[src/svm_pkg.sv]
// ----------------------------------------------------------------------------
// Sample voice mixer package
// Shared types, constants and the tanh lookup contents.
// ----------------------------------------------------------------------------
`default_nettype none

package svm_pkg;

  // Default configuration of the mixer
  localparam int NumVoicesDef   = 24;
  localparam int MaxSamplesDef  = 131072;
  localparam int MaxSamplesHigh = 1048576;

  // Field widths of the item channels
  localparam int KIND_W    = 2;
  localparam int VOICE_W   = 5;
  localparam int ADDRESS_W = 17;
  localparam int SAMPLE_W  = 16;
  localparam int LENGTH_W  = 18;
  localparam int GAIN_W    = 15;

  // Saturated length as carried in a command, wide enough for any region size
  localparam int CMD_LEN_W = $clog2(MaxSamplesHigh + 1);

  localparam logic [GAIN_W-1:0] GAIN_RESET = 15'd26214;

  // Command queue between front and back
  localparam int CMD_FIFO_DEPTH = 4;
  localparam int CMD_PTR_W      = $clog2(CMD_FIFO_DEPTH);

  // tanh lookup
  localparam int               TANH_ENTRIES = 1024;
  localparam int               TANH_IDX_W   = $clog2(TANH_ENTRIES);
  localparam int               TANH_W       = 15;
  localparam logic [TANH_W-1:0] OUT_MAX     = 15'd32767;

  typedef enum logic [KIND_W-1:0] {
    KIND_TICK    = 2'd0,
    KIND_TRIGGER = 2'd1,
    KIND_WRITE   = 2'd2,
    KIND_LENGTH  = 2'd3
  } kind_e;

  typedef enum logic [2:0] {
    BK_IDLE,
    BK_WALK,
    BK_SUM,
    BK_MUL,
    BK_LOOK,
    BK_SEND
  } bk_state_e;

  typedef struct packed {
    kind_e                 op;
    logic [VOICE_W-1:0]    voice;
    logic [ADDRESS_W-1:0]  address;
    logic [SAMPLE_W-1:0]   sample;
    logic [CMD_LEN_W-1:0]  length;
  } cmd_t;

  typedef logic [TANH_W-1:0] tanh_rom_t [TANH_ENTRIES];

  // Build 32767*tanh(i/256) from a Q24 exponential recurrence e^(2i/256)
  function automatic tanh_rom_t build_tanh_rom();
    tanh_rom_t   rom;
    logic [63:0] e;
    logic [63:0] num;
    logic [63:0] den;
    logic [63:0] dvd;
    logic [63:0] rem;
    logic [63:0] q;
    e = 64'd16777216;
    for (int i = 0; i < TANH_ENTRIES; i++) begin
      num = e - 64'd16777216;
      den = e + 64'd16777216;
      dvd = num * 64'd32767 + (den >> 1);
      // Rounded quotient by shift and subtract
      rem = '0;
      q   = '0;
      for (int b = 63; b >= 0; b--) begin
        rem = {rem[62:0], dvd[b]};
        if (rem >= den) begin
          rem  = rem - den;
          q[b] = 1'b1;
        end
      end
      rom[i] = q[TANH_W-1:0];
      e      = (e * 64'd16908801 + 64'd8388608) >> 24;
    end
    return rom;
  endfunction

  localparam tanh_rom_t TANH_ROM = build_tanh_rom();

endpackage

`default_nettype wire

[src/svm_ifs.sv]
// ----------------------------------------------------------------------------
// Sample voice mixer channel interfaces
// Valid/ready channels for input items, result items and the gain register.
// ----------------------------------------------------------------------------
`default_nettype none

interface svm_in_if;
  logic                valid;
  logic                ready;
  logic [1:0]          kind;
  logic [4:0]          voice;
  logic [16:0]         address;
  logic signed [15:0]  sample_value;
  logic [17:0]         length;

  modport source (output valid, kind, voice, address, sample_value, length, input ready);
  modport sink   (input valid, kind, voice, address, sample_value, length, output ready);
endinterface


`default_nettype wire

[src/svm_front.sv]
// ----------------------------------------------------------------------------
// Sample voice mixer front end
// Accepts items, drops those without effect and turns the rest into commands.
// ----------------------------------------------------------------------------
`default_nettype none

module svm_front #(
  parameter int NUM_VOICES  = 24,
  parameter int MAX_SAMPLES = 131072
) (
  svm_in_if.sink           in_ch,
  input  wire              fifo_full_i,
  output logic             push_o,
  output svm_pkg::cmd_t    cmd_o
);

  import svm_pkg::*;

  logic voice_ok;
  logic addr_ok;
  logic len_big;
  logic keep;
  logic accept;

  // Take an item whenever the queue has room
  assign in_ch.ready = !fifo_full_i;
  assign accept      = in_ch.valid && in_ch.ready;

  // Range checks
  assign voice_ok = 32'(in_ch.voice) < 32'(NUM_VOICES);
  assign addr_ok  = 32'(in_ch.address) < 32'(MAX_SAMPLES);
  assign len_big  = 32'(in_ch.length) > 32'(MAX_SAMPLES);

  // Classify: ticks always pass, others need a valid voice, writes a valid address
  always_comb begin
    case (kind_e'(in_ch.kind))
      KIND_TICK:    keep = 1'b1;
      KIND_TRIGGER: keep = voice_ok;
      KIND_WRITE:   keep = voice_ok && addr_ok;
      KIND_LENGTH:  keep = voice_ok;
      default:      keep = 1'b0;
    endcase
  end

  assign push_o = accept && keep;

  // Build the command, saturating the length to the region size
  always_comb begin
    cmd_o.op      = kind_e'(in_ch.kind);
    cmd_o.voice   = in_ch.voice;
    cmd_o.address = in_ch.address;
    cmd_o.sample  = in_ch.sample_value;
    cmd_o.length  = len_big ? CMD_LEN_W'(MAX_SAMPLES) : CMD_LEN_W'(in_ch.length);
  end

endmodule

`default_nettype wire

[src/flat_wrapper.sv]
// flat-port wrapper written by rule: the top's interface ports become plain ports
module svm_front_flat import svm_pkg::*;
#(
  parameter int NUM_VOICES  = 24,
  parameter int MAX_SAMPLES = 131072
)
  (fifo_full_i, push_o, cmd_o, in_ch_valid, in_ch_kind, in_ch_voice, in_ch_address, in_ch_sample_value, in_ch_length, in_ch_ready);
  svm_in_if in_ch_i ();
  input  wire fifo_full_i;
  output logic push_o;
  output svm_pkg::cmd_t cmd_o;
  input wire logic [$bits(in_ch_i.valid)-1:0] in_ch_valid;
  input wire logic [$bits(in_ch_i.kind)-1:0] in_ch_kind;
  input wire logic [$bits(in_ch_i.voice)-1:0] in_ch_voice;
  input wire logic [$bits(in_ch_i.address)-1:0] in_ch_address;
  input wire logic [$bits(in_ch_i.sample_value)-1:0] in_ch_sample_value;
  input wire logic [$bits(in_ch_i.length)-1:0] in_ch_length;
  output wire logic [$bits(in_ch_i.ready)-1:0] in_ch_ready;
  assign in_ch_i.valid = in_ch_valid;
  assign in_ch_i.kind = in_ch_kind;
  assign in_ch_i.voice = in_ch_voice;
  assign in_ch_i.address = in_ch_address;
  assign in_ch_i.sample_value = in_ch_sample_value;
  assign in_ch_i.length = in_ch_length;
  assign in_ch_ready = in_ch_i.ready;
  svm_front #(.NUM_VOICES(NUM_VOICES), .MAX_SAMPLES(MAX_SAMPLES)) u_core (.in_ch(in_ch_i), .fifo_full_i(fifo_full_i), .push_o(push_o), .cmd_o(cmd_o));
endmodule
[config.mk]
export PLATFORM = sky130hd
export DESIGN_NAME = svm_front_flat
export DESIGN_NICKNAME = d
export VERILOG_FILES = /design/src/svm_pkg.sv /design/src/svm_ifs.sv /design/src/svm_front.sv /design/src/flat_wrapper.sv
export SDC_FILE = /design/constraint.sdc
export NUM_CORES = 1
export LEC_CHECK = 0
export BUFFER_PORTS_ARGS = -buffer_cell sky130_fd_sc_hd__buf_2
export CORE_MARGIN = 2
export CORE_UTILIZATION = 22
export DETAILED_ROUTE_END_ITERATION = 8
export GPL_TIMING_DRIVEN = 0
export PLACE_DENSITY_LB_ADDON = 0.25
export SETUP_SLACK_MARGIN = 0.1
export SYNTH_ARGS = -nofsm -noshare
export SYNTH_HDL_FRONTEND = slang
export SYNTH_SLANG_ARGS = --single-unit
[constraint.sdc]
create_clock -name vclk -period 0.8
set_input_delay 0.04 -clock vclk [all_inputs]
set_output_delay 0.04 -clock vclk [all_outputs]
set_load 0.02 [all_outputs]
==> run_results.csv <==
group,metric,value,unit
status,outcome,"completed",
finish,fillers,199,
finish,nFlopsAndLatches,0,
yosys,synth_area_leaders,"buf_4 (70%), nor2b_1 (15%), and2b_1 (9.6%), o211ai_1 (1.6%), and3_1 (1.3%)",
sta,setup_ws,0.1519,ns
grt,grt_max_degree,11,
placement,placed_cell_area,930.9,sq um
sta,period_minus_slack,0.6481,ns
pwr,ir_worst_vdd,0.0003880,V
drt,wl,1.436,mm
die,rows,16,
pwr,p_total,0.6438,mW
sta,rsz0062_at_grt,"no",
finish,post-route-util,0.4792,
worst_setup_path,end_kind,"output pin",
worst_setup_path,cp-startpoint,"in_ch_length[17]",
finish,drive_gt1_frac,0.8487,
die,die_h,50.18,um
die,ios,123,
worst_hold_path,min-delay-start,"in_ch_sample_value[1]",
yosys,synth_area_per_cell,7.109,sq um
finish,final_nets,214,
die,start_util,0.2367,
drt,drcViolationCount,0,
yosys,synth_top_cell_by_area,"buf_4",
yosys,synth_top_cell_area_share,0.7040,
sta,fmax,1543,MHz
sta,setup_viol,0,
finish,regArea,0,sq um
drt,routedWlPerCell,8.022,um
yosys,synth_cell_types,8,
die,fp.dieW,50.18,um
placement,pre_cts_ws,0.1100,ns
drt,dr.pass1.iters,1,
worst_setup_path,crit_slowest_cell,"buf_2",
drt,drt_iter0_drc,0,
finish,layout_commonest_cell,"buf_2",
yosys,synth_warnings,0,
finish,multi_input_area,141.4,sq um
worst_setup_path,critPathKind,"input port to output pin",
yosys,synth-seq-area-share,0,
grt,antenna_found_initial,0,
worst_setup_path,cp_cell_sequence,"buf_2 > buf_6 > nor2b_1 > buf_2",
finish,diodes,0,
pwr,power_density,678.0,mW/mm^2
drt,vias,645,
job,maxCapViolCount,0,
sta,tns,0,ns
pwr,p_leak,0.6410,nW
sta,hold_viol_final,0,
yosys,netlist_area,469.2,sq um
worst_setup_path,cp_common_cell,"buf_2",
finish,clkbuf_count,0,
worst_setup_path,crit_path_max_incr_delay,0.17,ns
drt,antenna_left,0,
grt,grt_util_all_layers,0.09738,
worst_setup_path,start_kind,"input port",
grt,overflow,0,
sta,fin_crit_sh,0.8101,
worst_setup_path,cp.arrival,0.61,ns
placement,dp_hpwl,1.380,mm
drt,via_per_inst,3.603,
worst_setup_path,critPathMaxFanout,10,
placement,globalplace.congestion,0.6798,
cts,postCtsHoldBufs,0,
finish,area_growth_syn_to_layout,102.4,%
grt,grt_pass1_wl,2.118,mm
yosys,synthCells,66,
die,coreArea,0.001982,sq mm
finish,most-common-layout-cells,"buf_2 (79), buf_4 (48), nor2b_1 (10), and2b_1 (6), conb_1 (3)",
worst_setup_path,cp_data_required_time,0.76,ns
placement,io_buffers,84,
sta,slew_viol_final,0,
finish,fin_area,949.7,sq um
die,die_area,0.002518,sq mm
grt,grt_pass1_vias,570,
worst_hold_path,hp-class,"input port to output pin",
-- final timing paths --
kind | slack [ns] | end | cells past startpoint
worst max-delay path | 0.15 | cmd_o[10] | 4
worst min-delay path | 0.30 | cmd_o[22] | 2
-- per-layer routing --
layer  share of wire  vias to the layer above  global-route usage
li1                -                      324                   -
met1            0.26                      257             0.09601
met2            0.55                       64              0.2105
met3            0.19                        0             0.01786
met4               0                        0            0.004630
met5               0                        -                   0
-- cell usage after synthesis --
cell type / number
buf_4: 44
nor2b_1: 11
and2b_1: 6
and3_1: 1
clkbuf_1: 1
conb_1: 1
inv_1: 1
o211ai_1: 1
-- layout make-up --
cell class,instances,area share
inverters,1,0.003953
plain buffers,45,0.3557
repair buffers,84,0.4559
multi-input cells,22,0.1489
well taps,27,0.03557
-- power breakdown --
part,switching (mW),internal [mW],total [mW]
Sequential,0,0,0
Combinational,0.327,0.316,0.644
Clock,0,0,0
Total,0.327,0.316,0.644
-- worst max-delay path: cells and delay by family --
| kind | cells | cell delay (ns) |
|---|---|---|
| buffers and inverters | 3 | 0.47 |
| AND/OR/NAND/NOR | 1 | 0.10 |
-- stage by stage --
stage	cells	hold slack, ns
5_1_grt	179	0.2992
4_1_cts	179	0.2971
3_3_place_gp	179	0.2983
6_report	179	0.2971
3_5_place_dp	179	0.2974
2_1_floorplan	68	0.1581
-- cells by family (layout without fill, tap and decap cells) --
kind of cell    after synthesis  count (layout)  share of synthesized area
buf+inv                      46             130                     0.7200
simple gates                 18              18                     0.2560
other cells                   1               3                   0.007992
compound gates                1               1                    0.01601
-- repair_timing --
action	CTS	global route
setup endpoints to repair	0	10
gates resized for setup	0	7
setup buffers	0	0
Note: power is estimated with default switching activity, not from simulation.
