--- config.mk ---
export PLATFORM = sky130hd
export DESIGN_NAME = svm_cmd_fifo
export DESIGN_NICKNAME = d
export VERILOG_FILES = /design/src/svm_pkg.sv /design/src/svm_cmd_fifo.sv
export SDC_FILE = /design/constraint.sdc
export NUM_CORES = 1
export LEC_CHECK = 0
export ABC_AREA = 1
export BUFFER_PORTS_ARGS = -buffer_cell sky130_fd_sc_hd__clkbuf_2
export CORE_MARGIN = 3
export CORE_UTILIZATION = 36
export DETAILED_ROUTE_END_ITERATION = 10
export GPL_ROUTABILITY_DRIVEN = 0
export GPL_TIMING_DRIVEN = 1
export HOLD_SLACK_MARGIN = 0.05
export PLACE_DENSITY = 0.65
export SYNTH_ARGS = -nofsm -noshare
export SYNTH_HDL_FRONTEND = slang
export SYNTH_SLANG_ARGS = --single-unit
--- constraint.sdc ---
create_clock -name clk_i -period 7.6 [get_ports clk_i]
set_input_delay 1.52 -clock clk_i [delete_from_list [all_inputs] [get_ports clk_i]]
set_output_delay 1.52 -clock clk_i [all_outputs]
set_load 0.01 [all_outputs]
--- src/svm_pkg.sv ---
// ----------------------------------------------------------------------------
// Sample voice mixer package
// Shared types, constants and the tanh lookup contents.
// ----------------------------------------------------------------------------
`default_nettype none

package svm_pkg;

  // Default configuration of the mixer
  localparam int NumVoicesDef   = 24;
  localparam int MaxSamplesDef  = 131072;
  localparam int MaxSamplesHigh = 1048576;

  // Field widths of the item channels
  localparam int KIND_W    = 2;
  localparam int VOICE_W   = 5;
  localparam int ADDRESS_W = 17;
  localparam int SAMPLE_W  = 16;
  localparam int LENGTH_W  = 18;
  localparam int GAIN_W    = 15;

  // Saturated length as carried in a command, wide enough for any region size
  localparam int CMD_LEN_W = $clog2(MaxSamplesHigh + 1);

  localparam logic [GAIN_W-1:0] GAIN_RESET = 15'd26214;

  // Command queue between front and back
  localparam int CMD_FIFO_DEPTH = 4;
  localparam int CMD_PTR_W      = $clog2(CMD_FIFO_DEPTH);

  // tanh lookup
  localparam int               TANH_ENTRIES = 1024;
  localparam int               TANH_IDX_W   = $clog2(TANH_ENTRIES);
  localparam int               TANH_W       = 15;
  localparam logic [TANH_W-1:0] OUT_MAX     = 15'd32767;

  typedef enum logic [KIND_W-1:0] {
    KIND_TICK    = 2'd0,
    KIND_TRIGGER = 2'd1,
    KIND_WRITE   = 2'd2,
    KIND_LENGTH  = 2'd3
  } kind_e;

  typedef enum logic [2:0] {
    BK_IDLE,
    BK_WALK,
    BK_SUM,
    BK_MUL,
    BK_LOOK,
    BK_SEND
  } bk_state_e;

  typedef struct packed {
    kind_e                 op;
    logic [VOICE_W-1:0]    voice;
    logic [ADDRESS_W-1:0]  address;
    logic [SAMPLE_W-1:0]   sample;
    logic [CMD_LEN_W-1:0]  length;
  } cmd_t;

  typedef logic [TANH_W-1:0] tanh_rom_t [TANH_ENTRIES];

  // Build 32767*tanh(i/256) from a Q24 exponential recurrence e^(2i/256)
  function automatic tanh_rom_t build_tanh_rom();
    tanh_rom_t   rom;
    logic [63:0] e;
    logic [63:0] num;
    logic [63:0] den;
    logic [63:0] dvd;
    logic [63:0] rem;
    logic [63:0] q;
    e = 64'd16777216;
    for (int i = 0; i < TANH_ENTRIES; i++) begin
      num = e - 64'd16777216;
      den = e + 64'd16777216;
      dvd = num * 64'd32767 + (den >> 1);
      // Rounded quotient by shift and subtract
      rem = '0;
      q   = '0;
      for (int b = 63; b >= 0; b--) begin
        rem = {rem[62:0], dvd[b]};
        if (rem >= den) begin
          rem  = rem - den;
          q[b] = 1'b1;
        end
      end
      rom[i] = q[TANH_W-1:0];
      e      = (e * 64'd16908801 + 64'd8388608) >> 24;
    end
    return rom;
  endfunction

  localparam tanh_rom_t TANH_ROM = build_tanh_rom();

endpackage

`default_nettype wire

--- src/svm_cmd_fifo.sv ---
// ----------------------------------------------------------------------------
// Sample voice mixer command queue
// Short queue that decouples the front end from the voice engine.
// ----------------------------------------------------------------------------
`default_nettype none

module svm_cmd_fifo (
  input  wire              clk_i,
  input  wire              rst_ni,
  input  wire              push_i,
  input  svm_pkg::cmd_t    cmd_i,
  input  wire              pop_i,
  output svm_pkg::cmd_t    cmd_o,
  output logic             full_o,
  output logic             empty_o
);

  import svm_pkg::*;

  cmd_t                 mem_q [CMD_FIFO_DEPTH];
  logic [CMD_PTR_W-1:0] wr_ptr_q, wr_ptr_d;
  logic [CMD_PTR_W-1:0] rd_ptr_q, rd_ptr_d;
  logic [CMD_PTR_W:0]   count_q, count_d;
  logic                 do_push;
  logic                 do_pop;

  assign full_o  = count_q == (CMD_PTR_W+1)'(CMD_FIFO_DEPTH);
  assign empty_o = count_q == '0;
  assign cmd_o   = mem_q[rd_ptr_q];

  assign do_push = push_i && !full_o;
  assign do_pop  = pop_i && !empty_o;

  // Advance pointers and count
  always_comb begin
    wr_ptr_d = do_push ? wr_ptr_q + 1'b1 : wr_ptr_q;
    rd_ptr_d = do_pop ? rd_ptr_q + 1'b1 : rd_ptr_q;
    count_d  = count_q;
    if (do_push && !do_pop) begin
      count_d = count_q + 1'b1;
    end else if (do_pop && !do_push) begin
      count_d = count_q - 1'b1;
    end
  end

  always_ff @(posedge clk_i or negedge rst_ni) begin
    if (!rst_ni) begin
      wr_ptr_q <= '0;
      rd_ptr_q <= '0;
      count_q  <= '0;
    end else begin
      wr_ptr_q <= wr_ptr_d;
      rd_ptr_q <= rd_ptr_d;
      count_q  <= count_d;
    end
  end

  // Store the pushed command
  always_ff @(posedge clk_i) begin
    if (do_push) begin
      mem_q[wr_ptr_q] <= cmd_i;
    end
  end

endmodule

`default_nettype wire

==> results of run 1 <==
-- worst max-delay path, cell delays in order (launching register included) --
cell	delay [ns]
dfrtp_1	0.43
inv_6	0.62
buf_4	0.88
nand2_1	0.12
o211ai_1	0.13
nand2_1	0.09
clkbuf_2	0.13
-- metal layers --
metal | share of wire [%] | vias up | track usage (%)
met4 | 1.8 | 0 | 3.19
met5 | 0 | - | 0
met2 | 50 | 124 | 21.7
met3 | 6.4 | 24 | 2.80
met1 | 42 | 2787 | 15.5
li1 | - | 2932 | -
-- sequential cells by signal, indices dropped and copies added, names as in the netlist --
register  cells
mem_q       244
count_q       3
rd_ptr_q      2
wr_ptr_q      2
-- worst paths after layout --
| path | endpoint | slack (ns) | depth (start not counted) |
|---|---|---|---|
| max | cmd_o[16] | 3.01 | 6 |
| min reg2reg | count_q[2]$_DFFE_PN0P_ | 0.51 | 2 |
| max in group asynchronous | rd_ptr_q[1]$_DFFE_PN0P_ | 6.57 | 1 |
| min in group asynchronous | wr_ptr_q[0]$_DFFE_PN0P_ | 0.84 | 1 |
| min | count_q[2]$_DFFE_PN0P_ | 0.51 | 2 |
| max reg2reg | mem_q[0][9]$_DFFE_PP_ | 4.73 | 5 |
-- kinds of logic after synthesis --
logic type               Yosys count  synth area share, %
flip-flops                       251                 73.2
AND/OR/NAND/NOR                  213                 7.91
buffers and inverters            179                 8.97
AO/OA/AOI/OAI                    123                 8.99
adder cells (fa/ha/maj)            6                0.806
XOR/XNOR                           1               0.0855
-- final cells by class --
| type | instances | share of cell area [%] |
|---|---|---|
| Clock buffer | 29 | 5.75 |
| Clock inverter | 18 | 1.21 |
| Inverter | 139 | 4.44 |
| Multi-Input combinational cell | 343 | 15.6 |
| Sequential cell | 251 | 63.2 |
| Tap cell | 378 | 3.98 |
| Timing Repair Buffer | 134 | 5.80 |
-- cells in the final DEF, fill, tap and decap left out --
cell type and instances:
clkinv_1 8, dfrtp_1 6, buf_4 7, xnor2_1 1, clkinvlp_4 4, edfxtp_1 244
nand3_1 7, clkinv_2 3, clkbuf_1 2, fa_1 1, clkbuf_16 27, o211ai_1 122
ha_1 5, nand4_1 1, nor2_4 4, o21ai_0 1, bufinv_16 2, inv_6 1
dfrtp_2 1, clkbuf_2 127, nand2_1 201, inv_2 1, clkinv_4 1, inv_1 137
-- power by group --
group	switching [mW]	internal, mW
combinational	0.997	0.462
sequential	0.0655	1.82
clock	0.491	0.712
-- stage by stage --
stage                     std cells  hold WS [ns]  total power [mW]
final                          1292         0.515              4.55
after detailed placement       1245         0.501              3.43
after CTS                      1292         0.519              4.65
after floorplan                 773         0.463              3.02
after global routing           1292         0.548              4.88
after global placement         1245         0.476              3.39
==> summary.md, run 1 <==
| Metric | Value |
|---|---|
| Status | `complete, no violations` |
| Max-cap violations | `0` |
| CP startpoint | `rd_ptr_q[0]$_DFFE_PN0P_` |
| Hpwl dp | `10700 um` |
| Num CTS Buffers | `27` |
| Multi-input logic area | `0.00185 sq mm` |
| WL/cell | `14.7 um` |
| Post-synth EDFFs | `244` |
| Main synth FF type | `edfxtp_1` |
| Grt ovf | `0` |
| RR Startpoint | `count_q[0]$_DFFE_PN0P_` |
| Post-Syn Nets | `844` |
| Peak supply drop | `0.224 mV` |
| Fillers | `2596` |
| Fmax | `218 MHz` |
| Synth area leader | `edfxtp_1` |
| Post-route DRC violation count | `0` |
| Cell area after synthesis | `0.0102 sq mm` |
| Die height | `175 um` |
| Synth warn | `0` |
| Slew headroom | `25.9%` |
| CP required | `6.08 ns` |
| Vias in the first global route | `5821` |
| Post-cts sizing count | `0` |
| Crit path capture type | `output pin` |
| Synth Area per Inst | `13.3 sq um` |
| Seq/Total Area, Yosys | `73.2%` |
| Pin count of the biggest net entering global routing | `138` |
| TritonCTS clock tree | `built` |
| DR iter-0 viols | `272` |
| FF/Latch Area | `0.00750 sq mm` |
| Initial Util | `36.7%` |
| CTS root buf | `clkbuf_16` |
| Setup slack after layout | `3.01 ns` |
| Worst-path fanout max | `137` |
| CP arrival | `3.07 ns` |
| Area delta synth->final | `15.9%` |
| Placement Cell Area | `0.0110 sq mm` |
| Ranking of synthesized cells by area | `edfxtp_1 (72%), o211ai_1 (8.9%), nand2_1 (7.4%)` |
| Core Area | `0.0279 sq mm` |
| Setup bufs post-CTS | `0` |
| Top-count cell post-synth | `edfxtp_1` |
| Synth unique cells | `18` |
| # rows | `61` |
| Min cycle time layout | `4.59 ns` |
| Final instance area | `0.0119 sq mm` |
| Die area | `0.0305 sq mm` |
| RSZ-0062 raised after global routing | `no` |
| Setup slack at placement | `3.53 ns` |
| Total GRT Usage | `12.4%` |
| Share of cells above drive strength 1 | `19.5%` |
| Post-Route WL | `18900 um` |
| Antenna fix cells | `0` |
| Nets | `967` |
| Global-route wire length before repair | `30200 um` |
| Post-synth top cells | `edfxtp_1 (244), nand2_1 (201), inv_1 (137), o211ai_1 (122), buf_6 (21)` |
| Setup TNS | `0 ns` |
| Clock Sinks | `251` |
| Power Density | `383 mW/mm^2` |
| Worst-margin pin slew | `1.11 ns` |
| IO Count | `128` |
| CTS H-tree lvls | `1` |
| Slew Viols, Final | `0` |
| Final Hold Violating Endpoints | `0` |
| # setup viols final | `0` |
| Startpoint Class | `flip-flop` |
| Synth top area share | `71.5%` |
| # hold bufs at CTS | `0` |
| Leakage power | `4.79 nW` |
| Final core area utilization | `42.5%` |
| Critical path class | `reg -> out` |
| Fin Clk Skew | `0.00812 ns` |
| Synth Register Bits | `251` |
| Min-delay src | `count_q[2]$_DFFE_PN0P_` |
| Crit share post-route | `60.4%` |
| Drt first pass iters | `4` |
| Post-Syn Instances | `773` |
| Routed vias/inst | `4.54` |
| PortBufs | `127` |
| Vias | `5867` |
| Fraction of registers with async set/reset | `2.79%` |
| Clock transition at path regs | `0.06 ns` |
| DRT antenna net count | `0` |
| Initial antenna violation count | `0` |
| Worst hold path type | `reg -> reg` |
| Clk buf depth | `3` |
| Clk Latency, worst-skew pair | `0.51 ns` |
| Chip width | `175 um` |
No activity file was read; power rests on OpenSTA's default activity.
==> run 2, diff against run 1 <==
clock period = 4.8 ns   (was 7.6 ns; I/O delays follow)
==> summary.md, run 2 (synthesis results as in run 1) <==
| Metric | Value |
|---|---|
| Crit path capture type | `output pin` |
| Layout Cells excl Fill | `1295 (+0.23%)` |
| Num CTS Buffers | `26 (-3.7%)` |
| FF-to-FF setup slack | `2.36 ns (-2.37 ns)` |
| RSZ-0062 raised after global routing | `no` |
| Chip width | `175 um (unchanged)` |
| Initial Util | `36.7% (unchanged)` |
| Antenna fix cells | `0 (unchanged)` |
| IO Count | `128 (unchanged)` |
| Clock transition at path regs | `0.06 ns (about the same)` |
| Setup TNS | `0 ns (unchanged)` |
| DR iter-0 viols | `297 (+9.2%)` |
| Peak supply drop | `0.368 mV (+64%)` |
| Global-route wire length before repair | `31300 um (+3.6%)` |
| Area delta synth->final | `16.4%` |
| Clock Sinks | `251 (unchanged)` |
| Clk buf depth | `3 (unchanged)` |
| Post-Route WL | `19600 um (+3.2%)` |
| Setup bufs post-CTS | `0 (unchanged)` |
| Switching Fraction | `34.0% (-0.10 points)` |
| Post-route DRC violation count | `0 (unchanged)` |
| Worst hold path type | `in -> async` |
| Setup slack after layout | `1.33 ns (-1.69 ns)` |
| RR Startpoint | `count_q[0]$_DFFE_PN0P_` |
| Most common cell after layout, fill and taps aside | `edfxtp_1` |
| PortBufs | `127 (unchanged)` |
| Most frequent cells in the layout | `edfxtp_1 (244), nand2_1 (201), inv_1 (137)` |
| CTS root buf | `clkbuf_16` |
| TritonCTS clock tree | `built` |
| DP Cell Count | `1248 (+0.24%)` |
| Critical path class | `reg -> out` |
| Part of the power in registers | `41.3% (-0.2 points)` |
| Core Area | `0.0279 sq mm (unchanged)` |
| # rows | `61 (unchanged)` |
| Largest registers | `mem_q: 244 flops, count_q: 3 flops` |
| Sw power | `2.46 mW (+59%)` |
| Crit share post-route | `72.4%` |
| Internal power | `4.78 mW (+59%)` |
| Min cycle time layout | `3.47 ns` |
| Leakage power | `4.82 nW (+0.65%)` |
| Worst-margin pin slew | `0.910 ns (-0.199 ns)` |
| Slew headroom | `39.2% (+13 points)` |
| DRT antenna net count | `0 (unchanged)` |
| Reg with most FFs | `mem_q` |
| WL/cell | `15.1 um (+3.0%)` |
| Worst-path fanout max | `110 (-20%)` |
| Post-cts sizing count | `0 (unchanged)` |
| Clk Latency, worst-skew pair | `0.51 ns (about the same)` |
| Worst R2R End | `mem_q[2][16]$_DFFE_PP_` |
| Startpoint Class | `flip-flop` |
| Fin Clk Skew | `0.00479 ns (-0.00333 ns)` |
| CTS H-tree lvls | `1 (unchanged)` |
| CP arrival | `2.51 ns (-0.56 ns)` |
| Clock Power Share | `26.2% (-0.2 points)` |
| # setup viols final | `0 (unchanged)` |
| Die area | `0.0305 sq mm (unchanged)` |
| Final Hold Violating Endpoints | `0 (unchanged)` |
| Vias | `5916 (+0.84%)` |
| Share of cells above drive strength 1 | `19.5% (+0.045 points)` |
| Total GRT Usage | `12.8% (+0.45 points)` |
| Slew Viols, Final | `0 (unchanged)` |
| Max reg flops | `244 (unchanged)` |
| Combinational share of power | `32.5% (+0.4 points)` |
| Routed vias/inst | `4.57 (+0.60%)` |
| Nets | `969 (+0.21%)` |
| Initial antenna violation count | `2 (+2)` |
| Fmax | `288 MHz` |
| FF-to-FF path depth | `5 (unchanged)` |
| Drt first pass iters | `6 (+2)` |
| Hpwl dp | `11600 um (+8.3%)` |
| CP required | `3.84 ns (-2.24 ns)` |
| Die height | `175 um (unchanged)` |
| Max-cap violations | `0 (unchanged)` |
| Pin count of the biggest net entering global routing | `111 (-20%)` |
| Vias in the first global route | `5912 (+1.6%)` |
| # hold bufs at CTS | `0 (unchanged)` |
| Status | `complete, no violations` |
| Setup slack at placement | `1.87 ns (-1.66 ns)` |
| Power Density | `607 mW/mm^2 (+58%)` |
| Grt ovf | `0 (unchanged)` |
## run 2: cell count changes in the layout (fill, tap and decap cells not counted), sizes merged
cell / delta
clkinvlp: -3
buf: +3
clkbuf: +5
clkinv: -2
## run 2: metrics by stage
step / hold slack (ns) / total power [mW] / instance area [sq um] / util [%]
finish: 0.290 / 7.24 / 11900 / 42.7
global route: 0.267 / 7.74 / 11900 / 42.7
CTS: 0.253 / 7.38 / 11900 / 42.7
detailed placement: 0.511 / 5.45 / 11100 / 39.8
global placement: 0.489 / 5.41 / 11100 / 39.8
floorplan: 0.463 / 4.78 / 10200 / -
## run 2: worst max-delay path: stages (launching register included)
cell and delay, ns:
dfrtp_1 0.43, inv_6 0.53, buf_4 0.49, nand2_1 0.10, o211ai_1 0.11, nand2_1 0.10, clkbuf_2 0.14
## run 2: how the worst max path moves through the flow
stage | start | endpoint | cells past startpoint
floorplan | push_i | mem_q[0][0]$_DFFE_PP_ | 2
global placement | rd_ptr_q[0]$_DFFE_PN0P_ | cmd_o[21] | 6
detailed placement | rd_ptr_q[0]$_DFFE_PN0P_ | cmd_o[12] | 6
CTS | rd_ptr_q[0]$_DFFE_PN0P_ | cmd_o[12] | 6
global route | rd_ptr_q[0]$_DFFE_PN0P_ | cmd_o[8] | 6
finish | rd_ptr_q[0]$_DFFE_PN0P_ | cmd_o[12] | 6
## run 2: cell type report
cell class,instances,area (sq um)
clock inverters,13,115
flip-flops and latches,251,7500
well taps,378,473
inverters,139,527
repair buffers,137,748
multi-input cells,343,1850
clock buffers,34,702
fillers,2588,16000
## run 2: power groups by stage
stage                     combinational (mW)  sequential, mW  clock, mW
after detailed placement                2.42            3.04          0
after floorplan                         1.73            3.04          0
after global routing                    2.67            3.02       2.05
after global placement                  2.38            3.02          0
final                                   2.35            2.99       1.90
after CTS                               2.42            3.00       1.96
## run 2: layer usage
| layer | global-route usage (%) | routed length, um | vias to the layer above |
|---|---|---|---|
| li1 | - | - | 2942 |
| met1 | 15.8 | 8190 | 2802 |
| met2 | 22.8 | 9850 | 131 |
| met3 | 2.76 | 1010 | 37 |
| met4 | 3.66 | 471 | 4 |
| met5 | 0 | 23 | - |
==> run 3, diff against run 2 <==
PLACE_DENSITY = 0.67   (was 0.65)
clock period = 3 ns   (was 4.8 ns; I/O delays follow)
==> summary.md, run 3 (synthesis results as in run 1) <==
| Metric | Value |
|---|---|
| Most common cell after layout, fill and taps aside | `edfxtp_1` |
| Nets | `975 (+0.62%)` |
| Most frequent cells in the layout | `edfxtp_1 (244), nand2_1 (201), inv_1 (137)` |
| Total GRT Usage | `12.4% (-0.46 points)` |
| Fmax | `379 MHz` |
| Pin count of the biggest net entering global routing | `77 (-31%)` |
| # rows | `61 (unchanged)` |
| Antenna fix cells | `0 (unchanged)` |
| FF-to-FF setup slack | `0.87 ns (-1.49 ns)` |
| Vias in the first global route | `5753 (-2.7%)` |
| Slew headroom | `61.6% (+22 points)` |
| Global-route wire length before repair | `30200 um (-3.3%)` |
| FF-to-FF path depth | `9 (+4)` |
| Fillers | `2529 (-2.3%)` |
| Initial antenna violation count | `0 (-2)` |
| Status | `complete, no violations` |
| Vias | `5931 (+0.25%)` |
| Slew Viols, Final | `0 (unchanged)` |
| Share of cells above drive strength 1 | `19.8% (+0.31 points)` |
| Max-cap violations | `0 (unchanged)` |
| Peak supply drop | `0.517 mV (+41%)` |
| Die height | `175 um (unchanged)` |
| Setup slack after layout | `0.361 ns (-0.964 ns)` |
| TritonCTS clock tree | `built` |
| Largest registers | `mem_q: 244 flops, count_q: 3 flops` |
| Worst hold path type | `in -> reg` |
| DRT antenna net count | `0 (unchanged)` |
| Post-route DRC violation count | `0 (unchanged)` |
| Worst hold endpoint | `mem_q[3][46]$_DFFE_PP_` |
| Core Area | `0.0279 sq mm (unchanged)` |
| DP Cell Count | `1253 (+0.40%)` |
| PortBufs | `127 (unchanged)` |
| Worst-path fanout max | `76 (-31%)` |
| Reg with most FFs | `mem_q` |
| Clock Sinks | `251 (unchanged)` |
| Clk buf depth | `3 (unchanged)` |
| # setup viols final | `0 (unchanged)` |
| Final core area utilization | `42.8% (+0.16 points)` |
| Critical path class | `reg -> out` |
| Post-Route WL | `19200 um (-1.9%)` |
| Die area | `0.0305 sq mm (unchanged)` |
| CTS H-tree lvls | `1 (unchanged)` |
| Setup bufs post-CTS | `0 (unchanged)` |
| Drt first pass iters | `4 (-2)` |
| Initial Util | `36.7% (unchanged)` |
| Clk Latency, worst-skew pair | `0.52 ns (about the same)` |
| Min-delay src | `cmd_i[46]` |
| Worst R2R End | `count_q[1]$_DFFE_PN0P_` |
| CP arrival | `2.04 ns (-0.47 ns)` |
| CP required | `2.40 ns (-1.44 ns)` |
| Layout Cells excl Fill | `1301 (+0.46%)` |
| Max reg flops | `244 (unchanged)` |
| Hpwl dp | `11500 um (-0.96%)` |
| Fin Clk Skew | `0.00819 ns (+0.00341 ns)` |
| Power Density | `973 mW/mm^2 (+60%)` |
| Cells on Worst Hold Path | `1` |
| Final Hold Violating Endpoints | `0 (unchanged)` |
| Grt ovf | `0 (unchanged)` |
| Setup TNS | `0 ns (unchanged)` |
| WL/cell | `14.8 um (-2.3%)` |
| IO Count | `128 (unchanged)` |
| CTS root buf | `clkbuf_16` |
| Num CTS Buffers | `26 (unchanged)` |
| Crit share post-route | `88.0%` |
| Clock transition at path regs | `0.06 ns (about the same)` |
| RSZ-0062 raised after global routing | `no` |
| Startpoint Class | `flip-flop` |
| Leakage power | `4.86 nW (+0.73%)` |
| Crit path capture type | `output pin` |
| Chip width | `175 um (unchanged)` |
| RR Startpoint | `count_q[0]$_DFFE_PN0P_` |
| # hold bufs at CTS | `1 (+1)` |
| DR iter-0 viols | `328 (+10%)` |
| Min cycle time layout | `2.64 ns` |
| Design Power | `11.6 mW (+61%)` |
| Area delta synth->final | `16.8%` |
| Worst-margin pin slew | `0.576 ns (-0.334 ns)` |
| Setup slack at placement | `0.874 ns (-0.996 ns)` |
| Routed vias/inst | `4.56 (-0.21%)` |
| Post-cts sizing count | `0 (unchanged)` |
-- run 3: cell count changes in the layout (fill, tap and decap cells not counted) --
cell	before	now
dlygate4sd3_1	0	1
clkinv_1	5	9
buf_4	7	12
clkinvlp_4	1	0
clkbuf_1	7	4
-- run 3: worst max path at each step --
stage	startpoint	to	slack, ns
floorplan	push_i	mem_q[0][0]$_DFFE_PP_	-0.78
global placement	rd_ptr_q[1]$_DFFE_PN0P_	cmd_o[38]	0.89
detailed placement	push_i	count_q[1]$_DFFE_PN0P_	0.87
CTS	rd_ptr_q[1]$_DFFE_PN0P_	cmd_o[38]	0.31
global route	rd_ptr_q[0]$_DFFE_PN0P_	cmd_o[26]	0.15
finish	rd_ptr_q[0]$_DFFE_PN0P_	cmd_o[18]	0.36
-- run 3: metrics by stage --
stage	area, sq um	hold slack [ns]
3_3_place_gp	11100	0.469
6_report	12000	0.300
2_1_floorplan	10200	0.304
5_1_grt	12000	0.280
3_5_place_dp	11100	0.474
4_1_cts	12000	0.272
-- run 3: layout make-up --
type	count	area (sq um)	area share (%)
multi-input cells	343	1850	15.5
flip-flops and latches	251	7500	62.7
clock inverters	16	123	1.02
repair buffers	143	796	6.65
clock buffers	31	691	5.77
well taps	378	473	3.95
inverters	139	527	4.40
-- run 3: layer usage --
metal	vias up	GRT usage, %	wire, um
li1	2957	-	-
met2	129	21.6	9470
met5	-	0	0
met1	2810	15.6	8380
met3	35	2.22	790
met4	0	4.06	547
-- run 3: critical path, stage by stage, from the launching register on --
cell,delay (ns)
dfrtp_1,0.43
inv_6,0.31
buf_12,0.33
nand2_1,0.08
o211ai_1,0.10
nand2_1,0.09
clkbuf_2,0.13
-- run 3: where the power goes --
| group | internal [mW] | switching, mW | leakage, nW | total [mW] |
|---|---|---|---|---|
| Combinational | 1.26 | 2.51 | 2.14 | 3.77 |
| Clock | 1.80 | 1.25 | 0.400 | 3.05 |
| Sequential | 4.61 | 0.209 | 2.32 | 4.82 |
| Total | 7.67 | 3.97 | 4.86 | 11.6 |
